### config.mk
export PLATFORM = sky130hd
export DESIGN_NAME = stream_reduction_unit
export DESIGN_NICKNAME = d
export VERILOG_FILES = /design/src/rtl/sru_pkg.sv /design/src/rtl/sru_front.sv /design/src/rtl/sru_queue.sv /design/src/rtl/sru_back.sv /design/src/rtl/stream_reduction_unit.sv
export SDC_FILE = /design/constraint.sdc
export NUM_CORES = 2
export LEC_CHECK = 0
export ABC_AREA = 1
export BUFFER_PORTS_ARGS = -buffer_cell sky130_fd_sc_hd__buf_2
export CELL_PAD_IN_SITES_DETAIL_PLACEMENT = 0
export CELL_PAD_IN_SITES_GLOBAL_PLACEMENT = 2
export CORE_MARGIN = 4
export CORE_UTILIZATION = 40
export CTS_CLUSTER_SIZE = 25
export DETAILED_ROUTE_END_ITERATION = 7
export GPL_TIMING_DRIVEN = 0
export PLACE_DENSITY_LB_ADDON = 0.25
export SLEW_MARGIN = 40
export SYNTH_ARGS = -nofsm -noshare
export SYNTH_HDL_FRONTEND = slang
export SYNTH_SLANG_ARGS = --single-unit
### constraint.sdc
create_clock -name i_clk -period 12.6 [get_ports i_clk]
set_input_delay 1.89 -clock i_clk [delete_from_list [all_inputs] [get_ports i_clk]]
set_output_delay 1.89 -clock i_clk [all_outputs]
set_load 0.005 [all_outputs]
### src/rtl/sru_pkg.sv
package sru_pkg;

    localparam int DATA_W        = 32;
    localparam int ACC_W         = 64;
    localparam int MAX_GROUP_LEN = 4096;
    localparam int FRAC_BITS     = 16;
    localparam int CNT_W         = $clog2(MAX_GROUP_LEN + 1);
    localparam int POS_W         = $clog2(MAX_GROUP_LEN);
    localparam int MODE_W        = 4;
    localparam int QUEUE_DEPTH   = 2;
    localparam int QPTR_W        = $clog2(QUEUE_DEPTH);
    localparam int QCNT_W        = $clog2(QUEUE_DEPTH + 1);
    localparam int DIV_CNT_W     = $clog2(ACC_W);

    localparam logic [MODE_W-1:0] MODE_SUM    = 4'd0;
    localparam logic [MODE_W-1:0] MODE_MEAN   = 4'd1;
    localparam logic [MODE_W-1:0] MODE_PROD   = 4'd2;
    localparam logic [MODE_W-1:0] MODE_MAX    = 4'd3;
    localparam logic [MODE_W-1:0] MODE_MIN    = 4'd4;
    localparam logic [MODE_W-1:0] MODE_ARGMAX = 4'd5;
    localparam logic [MODE_W-1:0] MODE_ARGMIN = 4'd6;
    localparam logic [MODE_W-1:0] MODE_ANY    = 4'd7;
    localparam logic [MODE_W-1:0] MODE_ALL    = 4'd8;

    localparam logic signed [DATA_W-1:0] ONE_FIXED = DATA_W'(64'd1 << FRAC_BITS);
    localparam logic signed [DATA_W-1:0] DATA_MAX  = {1'b0, {(DATA_W-1){1'b1}}};
    localparam logic signed [DATA_W-1:0] DATA_MIN  = {1'b1, {(DATA_W-1){1'b0}}};

    typedef struct packed {
        logic signed [DATA_W-1:0] value;
        logic                     last;
    } t_in;

    typedef struct packed {
        logic signed [DATA_W-1:0] result;
        logic                     saturated;
    } t_out;

    typedef struct packed {
        logic [MODE_W-1:0]       mode;
        logic signed [ACC_W-1:0] acc;
        logic [CNT_W-1:0]        count;
        logic [POS_W-1:0]        best;
        logic                    ovf;
    } t_job;

    function automatic logic f_fits32(input logic signed [ACC_W-1:0] x);
        return (x[ACC_W-1:DATA_W-1] == '0) || (x[ACC_W-1:DATA_W-1] == '1);
    endfunction

    function automatic logic signed [DATA_W-1:0] f_sat32(input logic signed [ACC_W-1:0] x);
        logic signed [DATA_W-1:0] r;
        if (f_fits32(x)) begin
            r = x[DATA_W-1:0];
        end else if (x[ACC_W-1]) begin
            r = DATA_MIN;
        end else begin
            r = DATA_MAX;
        end
        return r;
    endfunction

    function automatic logic signed [ACC_W-1:0] f_sext(input logic signed [DATA_W-1:0] x);
        return {{(ACC_W-DATA_W){x[DATA_W-1]}}, x};
    endfunction

    function automatic logic [MODE_W-1:0] f_mode(input logic [MODE_W-1:0] m);
        return (m > MODE_ALL) ? MODE_SUM : m;
    endfunction

endpackage

### src/rtl/sru_front.sv
module sru_front (
    input  logic                              i_clk,
    input  logic                              i_rst_n,
    input  logic                              i_valid,
    input  sru_pkg::t_in                      i_data,
    output logic                              o_stall,
    input  logic [sru_pkg::MODE_W-1:0]        i_mode,
    input  logic                              i_queue_ready,
    output logic                              o_push,
    output sru_pkg::t_job                     o_job
);

    logic signed [sru_pkg::ACC_W-1:0]  r_acc, n_acc;
    logic [sru_pkg::CNT_W-1:0]         r_cnt, n_cnt;
    logic [sru_pkg::POS_W-1:0]         r_best, n_best;
    logic                              r_ovf, n_ovf;

    logic                              w_accept;
    logic [sru_pkg::MODE_W-1:0]        w_mode;
    logic signed [sru_pkg::ACC_W-1:0]  w_v;
    logic                              w_nz;
    logic signed [sru_pkg::DATA_W-1:0] w_a_sat;
    logic signed [sru_pkg::ACC_W-1:0]  w_prod;
    logic signed [sru_pkg::ACC_W-1:0]  w_prod_sh;

    assign o_stall   = !i_queue_ready;
    assign w_accept  = i_valid && !o_stall;
    assign w_mode    = sru_pkg::f_mode(i_mode);
    assign w_v       = sru_pkg::f_sext(i_data.value);
    assign w_nz      = (i_data.value != '0);
    assign w_a_sat   = sru_pkg::f_sat32(r_acc);
    assign w_prod    = w_a_sat * i_data.value;
    assign w_prod_sh = w_prod >>> sru_pkg::FRAC_BITS;

    always_comb begin
        n_acc  = r_acc;
        n_cnt  = r_cnt;
        n_best = r_best;
        n_ovf  = r_ovf;
        if (r_cnt >= sru_pkg::CNT_W'(sru_pkg::MAX_GROUP_LEN)) begin
            n_ovf = 1'b1;
        end else if (r_cnt == '0) begin
            if (w_mode == sru_pkg::MODE_ANY || w_mode == sru_pkg::MODE_ALL) begin
                n_acc = {{(sru_pkg::ACC_W-1){1'b0}}, w_nz};
            end else begin
                n_acc = w_v;
            end
            n_best = '0;
            n_cnt  = sru_pkg::CNT_W'(1);
        end else begin
            case (w_mode) inside
                sru_pkg::MODE_PROD: begin
                    if (!sru_pkg::f_fits32(r_acc) || !sru_pkg::f_fits32(w_prod_sh)) begin
                        n_ovf = 1'b1;
                    end
                    n_acc = sru_pkg::f_sext(sru_pkg::f_sat32(w_prod_sh));
                end
                sru_pkg::MODE_MAX, sru_pkg::MODE_ARGMAX: begin
                    if (w_v > r_acc) begin
                        n_acc = w_v;
                        if (w_mode == sru_pkg::MODE_ARGMAX) begin
                            n_best = r_cnt[sru_pkg::POS_W-1:0];
                        end
                    end
                end
                sru_pkg::MODE_MIN, sru_pkg::MODE_ARGMIN: begin
                    if (w_v < r_acc) begin
                        n_acc = w_v;
                        if (w_mode == sru_pkg::MODE_ARGMIN) begin
                            n_best = r_cnt[sru_pkg::POS_W-1:0];
                        end
                    end
                end
                sru_pkg::MODE_ANY: begin
                    n_acc = {{(sru_pkg::ACC_W-1){1'b0}}, (r_acc != '0) || w_nz};
                end
                sru_pkg::MODE_ALL: begin
                    n_acc = {{(sru_pkg::ACC_W-1){1'b0}}, (r_acc != '0) && w_nz};
                end
                default: begin
                    n_acc = r_acc + w_v;
                end
            endcase
            n_cnt = r_cnt + 1'b1;
        end
    end

    assign o_push     = w_accept && i_data.last;
    assign o_job.mode  = w_mode;
    assign o_job.acc   = n_acc;
    assign o_job.count = n_cnt;
    assign o_job.best  = n_best;
    assign o_job.ovf   = n_ovf;

    always_ff @(posedge i_clk) begin
        if (!i_rst_n) begin
            r_acc  <= '0;
            r_cnt  <= '0;
            r_best <= '0;
            r_ovf  <= 1'b0;
        end else if (w_accept) begin
            if (i_data.last) begin
                r_acc  <= '0;
                r_cnt  <= '0;
                r_best <= '0;
                r_ovf  <= 1'b0;
            end else begin
                r_acc  <= n_acc;
                r_cnt  <= n_cnt;
                r_best <= n_best;
                r_ovf  <= n_ovf;
            end
        end
    end

    a_cnt_bound: assert property (@(posedge i_clk) disable iff (!i_rst_n)
        r_cnt <= sru_pkg::CNT_W'(sru_pkg::MAX_GROUP_LEN))
        else $error("element count above group limit");

    a_group_clear: assert property (@(posedge i_clk) disable iff (!i_rst_n)
        (w_accept && i_data.last) |=> (r_cnt == '0 && !r_ovf && r_acc == '0))
        else $error("group state not cleared after last element");

endmodule

### src/rtl/sru_queue.sv
module sru_queue (
    input  logic          i_clk,
    input  logic          i_rst_n,
    input  logic          i_push,
    input  sru_pkg::t_job i_job,
    output logic          o_ready,
    output logic          o_valid,
    output sru_pkg::t_job o_job,
    input  logic          i_pop
);

    sru_pkg::t_job              r_mem [sru_pkg::QUEUE_DEPTH];
    logic [sru_pkg::QPTR_W-1:0] r_wr_ptr;
    logic [sru_pkg::QPTR_W-1:0] r_rd_ptr;
    logic [sru_pkg::QCNT_W-1:0] r_count;

    assign o_ready = (r_count < sru_pkg::QCNT_W'(sru_pkg::QUEUE_DEPTH));
    assign o_valid = (r_count != '0);
    assign o_job   = r_mem[r_rd_ptr];

    always_ff @(posedge i_clk) begin
        if (i_push) begin
            r_mem[r_wr_ptr] <= i_job;
        end
    end

    always_ff @(posedge i_clk) begin
        if (!i_rst_n) begin
            r_wr_ptr <= '0;
            r_rd_ptr <= '0;
            r_count  <= '0;
        end else begin
            if (i_push) begin
                r_wr_ptr <= r_wr_ptr + 1'b1;
            end
            if (i_pop) begin
                r_rd_ptr <= r_rd_ptr + 1'b1;
            end
            if (i_push && !i_pop) begin
                r_count <= r_count + 1'b1;
            end else if (!i_push && i_pop) begin
                r_count <= r_count - 1'b1;
            end
        end
    end

    a_no_overflow: assert property (@(posedge i_clk) disable iff (!i_rst_n)
        i_push |-> (r_count < sru_pkg::QCNT_W'(sru_pkg::QUEUE_DEPTH)))
        else $error("push into full queue");

    a_no_underflow: assert property (@(posedge i_clk) disable iff (!i_rst_n)
        i_pop |-> (r_count != '0))
        else $error("pop from empty queue");

endmodule

### src/rtl/sru_back.sv
module sru_back (
    input  logic          i_clk,
    input  logic          i_rst_n,
    input  logic          i_job_valid,
    input  sru_pkg::t_job i_job,
    output logic          o_pop,
    output logic          o_valid,
    output sru_pkg::t_out o_data,
    input  logic          i_stall
);

    typedef enum logic [2:0] {
        ST_IDLE = 3'b001,
        ST_DIV  = 3'b010,
        ST_DONE = 3'b100
    } t_back_state;

    t_back_state                       r_state;
    logic                              r_out_valid;
    sru_pkg::t_out                     r_out;
    logic [sru_pkg::ACC_W-1:0]         r_quo;
    logic [sru_pkg::CNT_W-1:0]         r_rem;
    logic [sru_pkg::CNT_W-1:0]         r_den;
    logic                              r_neg;
    logic                              r_div_ovf;
    logic [sru_pkg::DIV_CNT_W-1:0]     r_div_cnt;

    logic                              w_out_free;
    logic                              w_is_mean;
    logic                              w_load_fin;
    logic                              w_load_div;
    logic                              w_div_step;
    logic                              w_load_mean;
    logic [sru_pkg::ACC_W-1:0]         w_abs;
    logic [sru_pkg::CNT_W:0]           w_rem_sh;
    logic                              w_ge;
    logic signed [sru_pkg::ACC_W-1:0]  w_q_signed;
    logic signed [sru_pkg::DATA_W-1:0] w_mean_result;
    logic signed [sru_pkg::ACC_W-1:0]  w_pos_scaled;
    logic signed [sru_pkg::DATA_W-1:0] w_fin_result;
    logic                              w_fin_sat;

    assign w_out_free  = !r_out_valid || !i_stall;
    assign w_is_mean   = (i_job.mode == sru_pkg::MODE_MEAN);
    assign o_pop       = (r_state == ST_IDLE) && i_job_valid && (w_is_mean || w_out_free);
    assign w_load_fin  = o_pop && !w_is_mean;
    assign w_load_div  = o_pop && w_is_mean;
    assign w_div_step  = (r_state == ST_DIV);
    assign w_load_mean = (r_state == ST_DONE) && w_out_free;

    assign w_abs    = i_job.acc[sru_pkg::ACC_W-1] ? (-i_job.acc) : i_job.acc;
    assign w_rem_sh = {r_rem, r_quo[sru_pkg::ACC_W-1]};
    assign w_ge     = (w_rem_sh >= {1'b0, r_den});

    assign w_q_signed    = r_neg ? (-r_quo) : r_quo;
    assign w_mean_result = sru_pkg::f_sat32(w_q_signed);
    assign w_pos_scaled  = {{(sru_pkg::ACC_W-sru_pkg::POS_W){1'b0}}, i_job.best}
                           << sru_pkg::FRAC_BITS;

    always_comb begin
        w_fin_result = sru_pkg::f_sat32(i_job.acc);
        w_fin_sat    = i_job.ovf;
        case (i_job.mode) inside
            sru_pkg::MODE_MAX, sru_pkg::MODE_MIN: begin
                w_fin_result = sru_pkg::f_sat32(i_job.acc);
            end
            sru_pkg::MODE_ARGMAX, sru_pkg::MODE_ARGMIN: begin
                w_fin_result = sru_pkg::f_sat32(w_pos_scaled);
            end
            sru_pkg::MODE_ANY, sru_pkg::MODE_ALL: begin
                w_fin_result = (i_job.acc != '0) ? sru_pkg::ONE_FIXED : '0;
            end
            default: begin
                w_fin_sat = i_job.ovf || !sru_pkg::f_fits32(i_job.acc);
            end
        endcase
    end

    always_ff @(posedge i_clk) begin
        if (!i_rst_n) begin
            r_state     <= ST_IDLE;
            r_out_valid <= 1'b0;
            r_div_cnt   <= '0;
        end else begin
            if (w_load_fin || w_load_mean) begin
                r_out_valid <= 1'b1;
            end else if (!i_stall) begin
                r_out_valid <= 1'b0;
            end
            unique case (r_state)
                ST_IDLE: begin
                    if (w_load_div) begin
                        r_state   <= ST_DIV;
                        r_div_cnt <= sru_pkg::DIV_CNT_W'(sru_pkg::ACC_W - 1);
                    end
                end
                ST_DIV: begin
                    if (r_div_cnt == '0) begin
                        r_state <= ST_DONE;
                    end else begin
                        r_div_cnt <= r_div_cnt - 1'b1;
                    end
                end
                ST_DONE: begin
                    if (w_out_free) begin
                        r_state <= ST_IDLE;
                    end
                end
                default: begin
                    r_state <= ST_IDLE;
                end
            endcase
        end
    end

    always_ff @(posedge i_clk) begin
        if (w_load_fin) begin
            r_out.result    <= w_fin_result;
            r_out.saturated <= w_fin_sat;
        end else if (w_load_mean) begin
            r_out.result    <= w_mean_result;
            r_out.saturated <= r_div_ovf;
        end
        if (w_load_div) begin
            r_quo     <= w_abs;
            r_rem     <= '0;
            r_den     <= i_job.count;
            r_neg     <= i_job.acc[sru_pkg::ACC_W-1];
            r_div_ovf <= i_job.ovf;
        end else if (w_div_step) begin
            r_quo <= {r_quo[sru_pkg::ACC_W-2:0], w_ge};
            r_rem <= w_ge ? sru_pkg::CNT_W'(w_rem_sh - {1'b0, r_den})
                          : w_rem_sh[sru_pkg::CNT_W-1:0];
        end
    end

    assign o_valid = r_out_valid;
    assign o_data  = r_out;

    a_div_nonzero: assert property (@(posedge i_clk) disable iff (!i_rst_n)
        (r_state == ST_DIV) |-> (r_den != '0))
        else $error("mean division by zero count");

endmodule

### src/rtl/stream_reduction_unit.sv
// Channel    Direction  Handshake                 Payload
// input      in         i_valid / o_stall         i_data   (value, last)
// result     out        o_valid / i_stall         o_data   (result, saturated)
// config     in         i_cfg_valid / o_cfg_ready i_cfg_data (reduce_mode)
//
// Elements are taken one per cycle; the input stalls only while two finished groups wait.
// A group result passes through the job queue and then the output register before it reaches o_data.
// Mean adds a 64-step radix-2 divider between the job queue and the output register.
// Synchronous active-low reset clears the mode to sum and the running group state.
// A stalled result holds in the output register while the next group keeps accumulating.
module stream_reduction_unit (
    input  logic                       i_clk,
    input  logic                       i_rst_n,
    input  logic                       i_valid,
    input  sru_pkg::t_in               i_data,
    output logic                       o_stall,
    output logic                       o_valid,
    output sru_pkg::t_out              o_data,
    input  logic                       i_stall,
    input  logic                       i_cfg_valid,
    input  logic [sru_pkg::MODE_W-1:0] i_cfg_data,
    output logic                       o_cfg_ready
);

    logic [sru_pkg::MODE_W-1:0] r_mode;
    logic                       w_push;
    logic                       w_queue_ready;
    logic                       w_job_valid;
    logic                       w_pop;
    sru_pkg::t_job              w_job_in;
    sru_pkg::t_job              w_job_out;

    assign o_cfg_ready = 1'b1;

    always_ff @(posedge i_clk) begin
        if (!i_rst_n) begin
            r_mode <= sru_pkg::MODE_SUM;
        end else if (i_cfg_valid && o_cfg_ready) begin
            r_mode <= i_cfg_data;
        end
    end

    sru_front u_front (
        .i_clk         (i_clk),
        .i_rst_n       (i_rst_n),
        .i_valid       (i_valid),
        .i_data        (i_data),
        .o_stall       (o_stall),
        .i_mode        (r_mode),
        .i_queue_ready (w_queue_ready),
        .o_push        (w_push),
        .o_job         (w_job_in)
    );

    sru_queue u_queue (
        .i_clk   (i_clk),
        .i_rst_n (i_rst_n),
        .i_push  (w_push),
        .i_job   (w_job_in),
        .o_ready (w_queue_ready),
        .o_valid (w_job_valid),
        .o_job   (w_job_out),
        .i_pop   (w_pop)
    );

    sru_back u_back (
        .i_clk       (i_clk),
        .i_rst_n     (i_rst_n),
        .i_job_valid (w_job_valid),
        .i_job       (w_job_out),
        .o_pop       (w_pop),
        .o_valid     (o_valid),
        .o_data      (o_data),
        .i_stall     (i_stall)
    );

endmodule

Word level (Yosys, flattened, before mapping)
Memories as Yosys holds them, arrays and structs flattened. A register that Yosys moved wholly into a read port is not among the register bits.
Index checks and enable logic that the tools add are counted.
Widths: inputs -> output; s select.

operators by class
  $add $sub $neg = 10
  $mul = 1
  divide/modulo/power cells = 0
  $lt $le $gt $ge = 6
  eq/ne operators = 26
  shifts and indexed selects = 0
  muxes and demuxes = 67
  bitwise logic cells = 0
  reduce and logical (&&, ||, !) cells = 51

operators with widths
  cell                   count
  $mux 64                15
  $mux 32                11
  $eq 33x33->1 const B   4
  $logic_not 33->1       4
  $neg 64->64            2
  $reduce_bool 64->1     2
  $mux 12                10
  $mux 33                2
  $add 64x32->64         1
  $gt 32x64->1           1
  $lt 32x64->1           1
  $mul 32x32->64         1
  $mux 13                4
  $eq 4x3->1 const B     8
  $reduce_bool 32->1     1
  $mux 17                1
  $ge 14x13->1           1
  $mux 1                 14
  $add 13x1->13 const B  1
  $ge 13x13->1 const B   1
  $logic_not 13->1       1
  $sub 13x13->13         1
  $eq 4x2->1 const B     3
  $mux 6                 2
  other kinds (25)       69

storage, ports and cells
  flip-flop bits (word level) = 233
  bits in latches = 0
  memory bits (writable) = 188
  bits in read-only memories = 0
  output and inout port bits = 36
  word-level logic and storage cells = 180
  memories = 1

memory list
  memory         words  width  rd ports  clocked after Yosys merged registers in  wr ports  line             source
  u_queue.r_mem  2      94     1         1                                        1         sru_queue.sv:12  sru_pkg::t_job r_mem [sru_pkg::QUEUE_DEPTH];

Longest topological paths before layout
  depth after elaboration = 13
  mapped depth = 52
  depth with buffers taken out = 49

Cells and area by module
Synthesis repeated with hierarchy kept, for this count alone.

second synthesis, totals
  cells, all modules = 8901
  area, all modules = 68766.0 um^2

modules (own cells, without submodules)
  module                 instances  cells an instance  area an instance (um^2)  seq. area each (um^2)
  sru_front              1          6836               50178.1                  1801.7
  sru_back               1          1712               11392.2                  3823.7
  sru_queue              1          326                7018.0                   5745.5
  stream_reduction_unit  1          27                 177.7                    80.1

Least setup slack after synthesis
OpenSTA, ideal clock, no wires.

  path kind = input to register
  start = input i_data[3] (netlist name)
  end = memory u_queue.r_mem[0][46] (netlist name) (data pin)
  arrival time = 9758 ps
  slack = 2573 ps
  stages on the path = 33
  path through = clkbuf_1 -> clkbuf_1 -> nand2_1 -> inv_1 -> fa_1 -> fa_1 -> fa_1 -> inv_1 -> fa_1 -> inv_1 -> fa_1 -> fa_1 -> inv_1 -> fa_1 -> fa_1 -> inv_1 -> ha_1 -> a21oi_1 -> o21a_1 -> o21ai_0 -> nand3_1 -> o311ai_0 -> a221oi_1 -> nand3_1 -> nand2_1 -> nand3_1 -> nor2_1 -> nand3_2 -> nand3_2 -> buf_2 -> nand3_1 -> inv_1 -> a21boi_0

between the ends
  longest elaborated chain between the ends = 8
  elaborated cells between the ends (all ways) = 18

RTL lines
  item                                                    line                         source
  from (decl)                                             stream_reduction_unit.sv:15  input sru_pkg::t_in i_data,
  branches (longest 5 deep; another with $mul 32x32->64)  --
  $mux 64 *                                               sru_front.sv:51              case (w_mode) inside
  $mux 64 *                                               sru_front.sv:42              end else if (r_cnt == '0) begin
  $mux 64 *                                               sru_front.sv:40              if (r_cnt >= sru_pkg::CNT_W'(sru_pkg::MAX_GROUP_LEN)) begin
  via u_front.n_acc (one bit)                             sru_front.sv:13              logic signed [sru_pkg::ACC_W-1:0] r_acc, n_acc;
  to (decl)                                               sru_queue.sv:12

Mark *: on every way through the listed nets, which the timed path passes.

Worst setup path after layout
  start = register u_front.r_acc[58] (netlist name)
  end = memory u_queue.r_mem[0][45] (netlist name) (data pin)

between the ends
  longest elaborated chain between the ends = 10
  elaborated cells between the ends (all ways) = 19

RTL lines
  item                                              line              source
  from (decl)                                       sru_front.sv:13
  from (signal assigned)                            sru_front.sv:108  r_acc <= n_acc;
  $eq 33x33->1 or $logic_not 33->1 (tied branches)  sru_pkg.sv:48     return (x[ACC_W-1:DATA_W-1] == '0) || (x[ACC_W-1:DATA_W-1] == '1);
  $logic_or 1x1->1                                  sru_pkg.sv:48
  $mux 32                                           sru_pkg.sv:53     if (f_fits32(x)) begin
  $mul 32x32->64                                    sru_front.sv:32   assign w_prod = w_a_sat * i_data.value;
  $eq 33x33->1 or $logic_not 33->1 (tied branches)  sru_pkg.sv:48
  $logic_or 1x1->1                                  sru_pkg.sv:48
  $mux 32                                           sru_pkg.sv:53
  $mux 64 *                                         sru_front.sv:51
  $mux 64 *                                         sru_front.sv:42
  $mux 64 *                                         sru_front.sv:40
  via u_front.n_acc (one bit)                       sru_front.sv:13

Mark *: on every way through the listed nets, which the timed path passes. The rest lies on a longest branch.

==> results.yml <==
run_status:
  status: "complete, but fails checks"
  violations: "DRC"
logic_synthesis:
  synth.top_cell.area_share_pct: 31.87
  yosysMostFrequentCell: "nand2_1"
  syn_nets: 10290
  syn_inst: 8841
  ys_types: 66
  synth_area_sq_mm: 0.06803
  ys_seq_elements: 422
  synth_area_leaders: "fa_1 32%, edfxtp_1 13%, nand2_1 11%"
  ys_seq_area_share_pct: 16.83
  synth_edf_count: 300
  ys_warn_count: 0
  synth_top_area_cell: "fa_1"
  synth_common_cells: "1,909 x nand2_1, 1,656 x inv_1, 1,083 x fa_1"
  synth_area_per_cell_sq_um: 7.695
  ys.flop_type: "edfxtp_1"
  synthArstFlopShare_pct: 0
sta:
  grt_setup_unrepaired: "false"
  slew_headroom_pct: 36.44
  finalSetupTns_ns: 0
  timing.fmax_mhz: 80.40
  tightest_slew_ns: 0.9435
  hold_violations: 0
  setup_viol: 0
  min_period_ns: 12.44
  final.period_utilization_pct: 98.71
  fin_skew_ns: 0.01999
  maxSlewViolCount: 0
clock_tree:
  clock_latency_ns: 0.60
  numClockSinks: 422
  cts_made_buffers: 46
  clk_pin_slew_worst_paths_ns: 0.06
  cts_tree: "yes"
  cts_buffer_depth: 3
  h-tree-depth: 2
  root_buffer: "clkbuf_16"
  postCtsHoldBufs: 0
layout:
  fillCellCount: 17620
  area_growth_pct: 8.306
  regArea_sq_mm: 0.01145
  multi_input_area_sq_mm: 0.04884
  stdcell_count: 11250
  fin_nets: 10440
  drive_above_1_share_pct: 5.128
route:
  drc: 3
  drt_iter0_drc: 5981
  dr_wl_met3_mm: 20.72
  via_per_inst: 5.499
  wl_met2_mm: 144.4
  drt_wl_total_mm: 310.5
  dr.max_layer_used: "met5"
  wl_per_cell_um: 27.60
  route.vias.total: 61870
  wirelength_met1_mm: 119.2
  ant_nets: 0
  firstDrtPassIters: 8
job:
  maxCapViolCount: 0
placement:
  gp_congestion: 1.015
  portBuffers: 76
  hpwlAfterDp_mm: 261.5
  placed_cells: 11160
critical_path:
  path_common_cell: "fa_1"
  startpoint_type: "flip-flop"
  crit_path_start: "u_front.r_acc[58]"
  rr_worst_depth: 37
  worst_setup_path_end_kind: "flip-flop"
  worstSetupPathType: "reg -> reg"
  cpPeakStageDelay_ns: 0.60
  r2r_end: "u_queue.r_mem[0][45]"
  r2r_start: "u_front.r_acc[58]"
  cp_slowest_cell: "dfxtp_1"
  worst-endpoint-required_ns: 12.88
  rrSetupSlack_ns: 0.16
  critPathArrivalTime_ns: 12.72
  path_max_fanout: 10
die:
  die_width_um: 420.4
  core_sq_mm: 0.1693
  die_y_um: 420.4
  boundaryPins: 78
  placement_rows: 151
  die_area_sq_mm: 0.1767
  initial_utilization_pct: 40.19
worst_hold_path:
  hold_depth: 2
  min_to: "u_back.r_div_cnt[0]"
  worstHoldStart: "u_back.r_div_cnt[0]"
  worstHoldPathType: "reg -> reg"
global_routing:
  overflow: 0
  grt_pass1_vias: 63400
  grt_pass1_wl_mm: 444.4
  grt_max_degree: 67
  antenna_found_initial: 8
  track_usage_pct: 35.12
cell families (layout without fill, tap and decap cells):
group,after synthesis,after routing,synth area share (%)
AND/OR/NAND/NOR,3523,3523,21.06
buffers and inverters,2062,2249,11.49
adder cells (fa/ha/maj),1410,1410,37.88
AO/OA/AOI/OAI,1216,1216,10.03
flip-flops,422,422,16.83
XOR/XNOR,187,187,2.408
multiplexers,20,20,0.2943
other,1,7,0.005512
per-layer routing:
| layer | track usage (%) | vias to the layer above |
|---|---|---|
| li1 | - | 27610 |
| met1 | 42.39 | 30870 |
| met2 | 58.24 | 2623 |
| met3 | 5.204 | 762 |
| met4 | 23.52 | 4 |
| met5 | 0 | - |
state kept, by name, indices dropped and copies added (netlist names), 2 cells and up, named ones only:
name,count
u_back.o_data,33
u_back.r_den,13
u_back.r_state,3
r_mode,4
u_queue.r_count,2
u_front.r_best,12
u_back.r_div_cnt,6
u_front.r_cnt,13
u_back.r_quo,64
u_back.r_rem,13
u_queue.r_mem,188
u_front.r_acc,64
cell type report:
type / count / share of cell area [%]
multi-input combinational: 6357 / 66.29
sequential: 422 / 15.54
inverter: 1691 / 8.671
tap: 2218 / 3.767
buffer: 366 / 2.155
clock buffer: 52 / 1.635
timing repair buffer: 106 / 1.294
clock inverter: 34 / 0.6249
antenna: 6 / 0.02038
layout by cell type (no fill, tap or decap), drive strengths merged, types with 9 or more instances in the layout:
master    count
xnor2        51
nor3         66
mux2i        20
ha          327
nand4        64
o21a         24
clkinvlp     11
o211ai       80
a31oi        67
a32o         12
clkinv       34
nor4         60
and3          9
dfxtp       122
nand3       267
edfxtp      300
o21bai       18
xor2        136
clkbuf      356
nor2       1070
fa         1083
o21ai       440
a21boi       38
nand3b       16
nand2      1912
a21oi       485
bufinv       10
o31ai        15
buf         168
inv        1670
or2          53
through the flow:
stage | hold WS [ns] | util, % | area, sq um | setup slack [ns]
floorplan | 0.4441 | - | 68030 | 2.573
global placement | 0.4557 | 42.05 | 71180 | -2.302
detailed placement | 0.4636 | 42.47 | 71890 | -0.5509
CTS | 0.4736 | 43.45 | 73550 | 0.03674
global route | 0.4917 | 43.52 | 73670 | 0.002048
finish | 0.4674 | 43.52 | 73680 | 0.1622
worst max-delay path, delay by kind of cell, from the launching register on:
family | cells | cell delay, ns
AOI/OAI and AO/OA | 3 | 1.29
xor gates and xnor gates | 1 | 0.57
adders and majority gates | 9 | 4.75
buffers and inverters | 7 | 2.04
DFF | 1 | 0.60
and+or+nand+nor | 17 | 2.82
timing repair:
action,4_1_cts,5_1_grt
endpoints found under the setup margin,33,191
cloned,0,0
setup buffers,0,5
resized for setup,2,41
endpoints found under the hold margin,0,0
worst max-delay path by stage:
stage                      endpoint  cells past startpoint  slack (ns)
6_report       u_queue.r_mem[0][45]                     37        0.16
5_1_grt        u_queue.r_mem[1][46]                     36       0.002
4_1_cts        u_queue.r_mem[1][34]                     35        0.04
3_5_place_dp   u_queue.r_mem[0][34]                     35       -0.55
3_3_place_gp   u_queue.r_mem[1][43]                     32       -2.30
2_1_floorplan  u_queue.r_mem[0][46]                     33        2.57
Power is left out: the tool's default activity adds up to more than one toggle a clock period on the data nets, which glitch-free logic cannot reach.
